--- src/rtl/wps_pkg.sv ---
// ----------------------------------------------------------------------------
// wps_pkg
// Shared constants, types and functions of the weather particle step core.
// ----------------------------------------------------------------------------
package wps_pkg;

    localparam int HalfX = 1310720;
    localparam int HalfY = 1310720;
    localparam int HalfZ = 1310720;
    localparam int TrigDepth = 1024;
    localparam int TrigBits = $clog2(TrigDepth);

    localparam logic [20:0] RateX  = 21'd1162061;
    localparam logic [19:0] RateZ  = 20'd888635;
    localparam logic [16:0] PhaseZ = 17'd85852;
    localparam logic [31:0] HashMul = 32'd2246822519;
    localparam logic [31:0] MixMulA = 32'h7feb352d;
    localparam logic [31:0] MixMulB = 32'h846ca68b;

    localparam logic [2:0] RegStepX  = 3'd0;
    localparam logic [2:0] RegStepY  = 3'd1;
    localparam logic [2:0] RegStepZ  = 3'd2;
    localparam logic [2:0] RegSway   = 3'd3;
    localparam logic [2:0] RegCentX  = 3'd4;
    localparam logic [2:0] RegCentY  = 3'd5;
    localparam logic [2:0] RegCentZ  = 3'd6;
    localparam logic [2:0] RegClock  = 3'd7;

    typedef struct packed {
        logic signed [31:0] step_x;
        logic signed [31:0] step_y;
        logic signed [31:0] step_z;
        logic [30:0]        sway_step;
        logic signed [31:0] center_x;
        logic signed [31:0] center_y;
        logic signed [31:0] center_z;
        logic [31:0]        clock_ms;
    } wps_cfg_t;

    // Quarter-wave sine polynomial, Q15, input 0..16384.
    function automatic logic signed [16:0] quarter_sine(input logic [14:0] x);
        logic [31:0] z;
        logic [31:0] z2;
        logic [31:0] t;
        logic [47:0] r;
        z  = {16'd0, x, 1'b0};
        z2 = (z * z) >> 15;
        t  = 32'd21024 - ((z2 * 32'd2320) >> 15);
        t  = 32'd51472 - ((z2 * t) >> 15);
        r  = ({16'd0, z} * {16'd0, t}) >> 15;
        quarter_sine = (r > 48'd32767) ? 17'sd32767 : $signed({1'b0, r[15:0]});
    endfunction

    function automatic logic signed [16:0] isin(input logic [15:0] a);
        logic [14:0] x;
        logic signed [16:0] v;
        x = {1'b0, a[13:0]};
        v = a[14] ? quarter_sine(15'd16384 - x) : quarter_sine(x);
        isin = a[15] ? -v : v;
    endfunction

    // Table entry k holds the sine at angle k * 65536 / depth.
    function automatic logic signed [16:0] trig_entry(input logic [TrigBits-1:0] k);
        logic [15:0] a;
        a = 16'(k) << (16 - TrigBits);
        trig_entry = isin(a);
    endfunction

endpackage

--- src/rtl/wps_hash.sv ---
// ----------------------------------------------------------------------------
// wps_hash
// Respawn hash: seed, two multiply rounds, scatter scaling, four stages.
// ----------------------------------------------------------------------------
module wps_hash
    import wps_pkg::*;
(
    input  logic               clk,
    input  logic               en,
    input  wps_cfg_t           cfg,
    input  logic [16:0]        particle_index,
    output logic signed [33:0] off_x,
    output logic signed [33:0] off_z
);
    logic [31:0] n_reg, a_reg, b_reg, ha_reg, hb_reg;
    logic signed [33:0] ox_reg, oz_reg;
    logic [31:0] n0, n1, t0, t1;
    logic signed [32:0] ux, uz;
    logic signed [65:0] mx, mz;

    function automatic logic [31:0] shx(input logic [31:0] v, input int s);
        shx = v ^ (v >> s);
    endfunction

    always_comb
    begin
        n0 = shx(n_reg, 16);
        n1 = shx(n_reg + 32'd1, 16);
        t0 = shx(a_reg, 15);
        t1 = shx(b_reg, 15);
        // Twice the hash minus 2^32 fits 33 signed bits: flip the top bit.
        ux = $signed({~ha_reg[31], ha_reg[30:0], 1'b0});
        uz = $signed({~hb_reg[31], hb_reg[30:0], 1'b0});
        mx = 66'(ux) * 66'(HalfX);
        mz = 66'(uz) * 66'(HalfZ);
    end

    always_ff @(posedge clk)
    begin
        if (en)
        begin
            n_reg  <= 32'(particle_index) * HashMul + cfg.clock_ms;
            a_reg  <= n0 * MixMulA;
            b_reg  <= n1 * MixMulA;
            ha_reg <= shx(t0 * MixMulB, 16);
            hb_reg <= shx(t1 * MixMulB, 16);
            ox_reg <= mx[65:32];
            oz_reg <= mz[65:32];
        end
    end

    assign off_x = ox_reg;
    assign off_z = oz_reg;
endmodule

--- config.mk ---
export PLATFORM = sky130hd
export DESIGN_NAME = wps_hash
export DESIGN_NICKNAME = d
export VERILOG_FILES = /design/src/rtl/wps_pkg.sv /design/src/rtl/wps_hash.sv
export SDC_FILE = /design/constraint.sdc
export NUM_CORES = 2
export LEC_CHECK = 0
export BUFFER_PORTS_ARGS = -buffer_cell sky130_fd_sc_hd__buf_2
export CORE_AREA = 2 2 382 346
export CTS_BUF_LIST = sky130_fd_sc_hd__clkbuf_2
export DETAILED_ROUTE_END_ITERATION = 12
export DIE_AREA = 0 0 384 348
export GPL_ROUTABILITY_DRIVEN = 0
export SYNTH_ARGS = -nofsm -noshare
export SYNTH_HDL_FRONTEND = slang
export SYNTH_SLANG_ARGS = --single-unit
export TNS_END_PERCENT = 20
--- constraint.sdc ---
create_clock -name clk -period 11 [get_ports clk]
set_input_delay 2.2 -clock clk [delete_from_list [all_inputs] [get_ports clk]]
set_output_delay 2.2 -clock clk [all_outputs]
set_load 0.01 [all_outputs]
==> flow_summary.yaml <==
outcome:
  status: "complete, no violations"
route:
  wl_per_cell_um: 17.39
  drt_iter0_drc: 1433
  totalWireLength_um: 119600
  dr_total_vias: 32510
  drc: 0
  vias_per_cell: 4.725
  drtAntennaViolNets: 0
  firstDrtPassIters: 5
die:
  ioPinCount: 342
  std_cell_rows: 126
  die_area_um2: 133600
  initial_utilization_pct: 39.63
  die_w_um: 384
  fp.dieH_um: 348
  core_area_um2: 130100
logic_synthesis:
  synthDistinctLibCells: 71
  synth_edf_count: 206
  yosys.area.top_type: "fa_1"
  yosysSeqAreaShare_pct: 12.00
  synth_top_area_share_pct: 35.19
  synth_area_per_cell_um2: 10.48
  synthTopCellsByArea: "fa_1 35%, ha_1 25%, edfxtp_1 12%"
  ys.flop_type: "edfxtp_1"
  syn_area_um2: 51550
  async_reset_ff_share_pct: 0
  synthesis.nets: 7116
  synth_seq_cells: 206
  synthCells: 4918
  yosys_warnings: 0
finish:
  final_cell_area_um2: 54960
  drive_gt1_share_pct: 5.228
  nets: 7309
  area_growth_syn_to_layout_pct: 6.632
global_routing:
  use_met1_pct: 24.47
  grt_pass1_wl_um: 193000
  gr-usage-met2_pct: 31.56
  antenna_found_initial: 6
  busiest_layer: "met2"
  grt_pass1_vias: 35460
  grt_max_degree: 71
  use_met3_pct: 2.551
  track_usage_pct: 18.64
  overflow: 0
worst_hold_path:
  hold_class: "flop to flop"
setup_path:
  worst-endpoint-arrival_ns: 10.58
  end_kind: "flop"
  crit_type: "flop to flop"
  cp.required_ns: 11.80
  start_kind: "flop"
  crit_fanout: 11
sta:
  fin_skew_ns: 0.2399
  fin_ws_ns: 1.226
  worst_slew_pin_slew_ns: 1.256
  fin_setup_tns_ns: 0
  rsz0062_at_grt: "no"
  final-setup-viol-count: 0
  period_needed_ns: 9.775
  fin_hold_ws_ns: 0.5655
  finalCritPeriodShare_pct: 88.86
  fmax_mhz: 102.3
  hold_viol: 0
  drv_slew: 0
  max_slew_margin_pct: 15.69
clocking:
  path_clk_slew_ns: 0.10
  clockBufferDepth: 3
  clock_latency_ns: 1.29
  cts_sinks: 206
  ctsHoldBuffers: 0
  cts_buffers: 55
  post_cts_resize_count: 0
  htreeDepth: 2
  cts_setup_buffers: 0
  cts_tree: "done"
  root_buffer: "clkbuf_2"
placed_design:
  dpl_cell_area_um2: 54470
  pre_cts_slack_ns: 1.405
  port_buffers: 118
  dp_hpwl_um: 105100
flow_run:
  maxCapViolCount: 0
layout make-up:
cell class	count	area (um^2)
clock inverters	19	122.6
clock buffers	72	360.3
inverters	1527	5732
fillers	12630	75100
repair buffers	162	930.9
diodes	6	15.01
flip-flops and latches	206	6186
well taps	1728	2162
multi-input cells	3159	39460
cell families after synthesis:
group	after synthesis	share of synthesized area, %
AO/OA/AOI/OAI	415	5.136
XOR/XNOR	451	7.797
adder cells (fa/ha/maj)	1924	59.90
buffers and inverters	1553	11.50
flip-flops	206	12.00
multiplexers	4	0.1019
AND/OR/NAND/NOR	365	3.568
cells in the final DEF (no fill, tap or decap), types with 18 or more instances in the layout:
cell | synthesis | layout
inv_1 | 1527 | 1527
ha_1 | 1018 | 1018
fa_1 | 906 | 906
xnor2_1 | 310 | 310
edfxtp_1 | 206 | 206
a21oi_1 | 135 | 135
xor2_1 | 135 | 132
buf_2 | 0 | 117
nor2_1 | 91 | 91
nand2_1 | 74 | 74
clkbuf_2 | 0 | 72
o21ai_0 | 68 | 68
a21o_1 | 61 | 61
nand3_1 | 47 | 47
buf_4 | 22 | 44
o21a_1 | 36 | 36
nor3_1 | 32 | 32
nor2b_1 | 20 | 20
nand2b_1 | 19 | 19
o21bai_1 | 18 | 18
layer usage:
layer  up-vias  wire length (um)
met5         -                19
met4         2              4389
met3       213              4825
met2       660             56890
met1     15970             53490
li1      15660                 -
critical path: stages (launching register included):
cell	delay [ns]
edfxtp_1	0.79
ha_1	0.32
inv_1	0.11
nor4_2	0.64
nand3_1	0.32
xnor2_1	0.64
inv_1	0.35
fa_1	0.61
inv_1	0.06
fa_1	0.52
fa_1	0.58
fa_1	0.44
fa_1	0.50
fa_1	0.52
inv_1	0.06
fa_1	0.47
inv_1	0.05
fa_1	0.39
xor2_1	0.16
xnor2_1	0.24
xnor2_1	0.12
xnor2_1	0.21
xnor2_1	0.16
xnor2_1	0.15
xnor2_1	0.10
xnor2_1	0.17
xnor2_1	0.46
xnor2_1	0.15
stage by stage:
| stage | utilization, % | cells |
|---|---|---|
| after floorplan | - | 4918 |
| after global placement | 41.88 | 6782 |
| after detailed placement | 41.88 | 6782 |
| after CTS | 42.25 | 6873 |
| after global routing | 42.25 | 6876 |
| final | 42.26 | 6879 |
path summary, 6_finish.rpt:
| check | from | to | slack, ns | cells past startpoint |
|---|---|---|---|---|
| worst max-delay path | n_reg[18] | b_reg[31] | 1.23 | 27 |
| worst min-delay path | ha_reg[31] | off_x[32] | 0.57 | 2 |
| worst max register to register | n_reg[18] | b_reg[31] | 1.23 | 27 |
| worst min register to register | ha_reg[31] | off_x[32] | 0.57 | 2 |
Yosys cell counts (5+ instances only):
cell and number:
o31ai_1 5, or3_1 17, and3_1 9, a31oi_1 15, nor3b_1 5, ha_1 1018, and2_1 14, nand3_1 47
nor3_1 32, nand2b_1 19, xor2_1 135, o31a_1 5, o21bai_1 18, o211ai_1 11, nand2_1 74, nand4_1 10
fa_1 906, nor2b_1 20, inv_1 1527, o21a_1 36, a21o_1 61, edfxtp_1 206, a21oi_1 135, a211oi_1 14
buf_4 22, or2_2 10, o22ai_1 5, a41oi_1 6, o21ai_0 68, xnor2_1 310, nor2_1 91, o2111ai_1 6
Power is not shown: default switching activity piles up to over one toggle a cycle in this logic, so the estimate is an artifact.
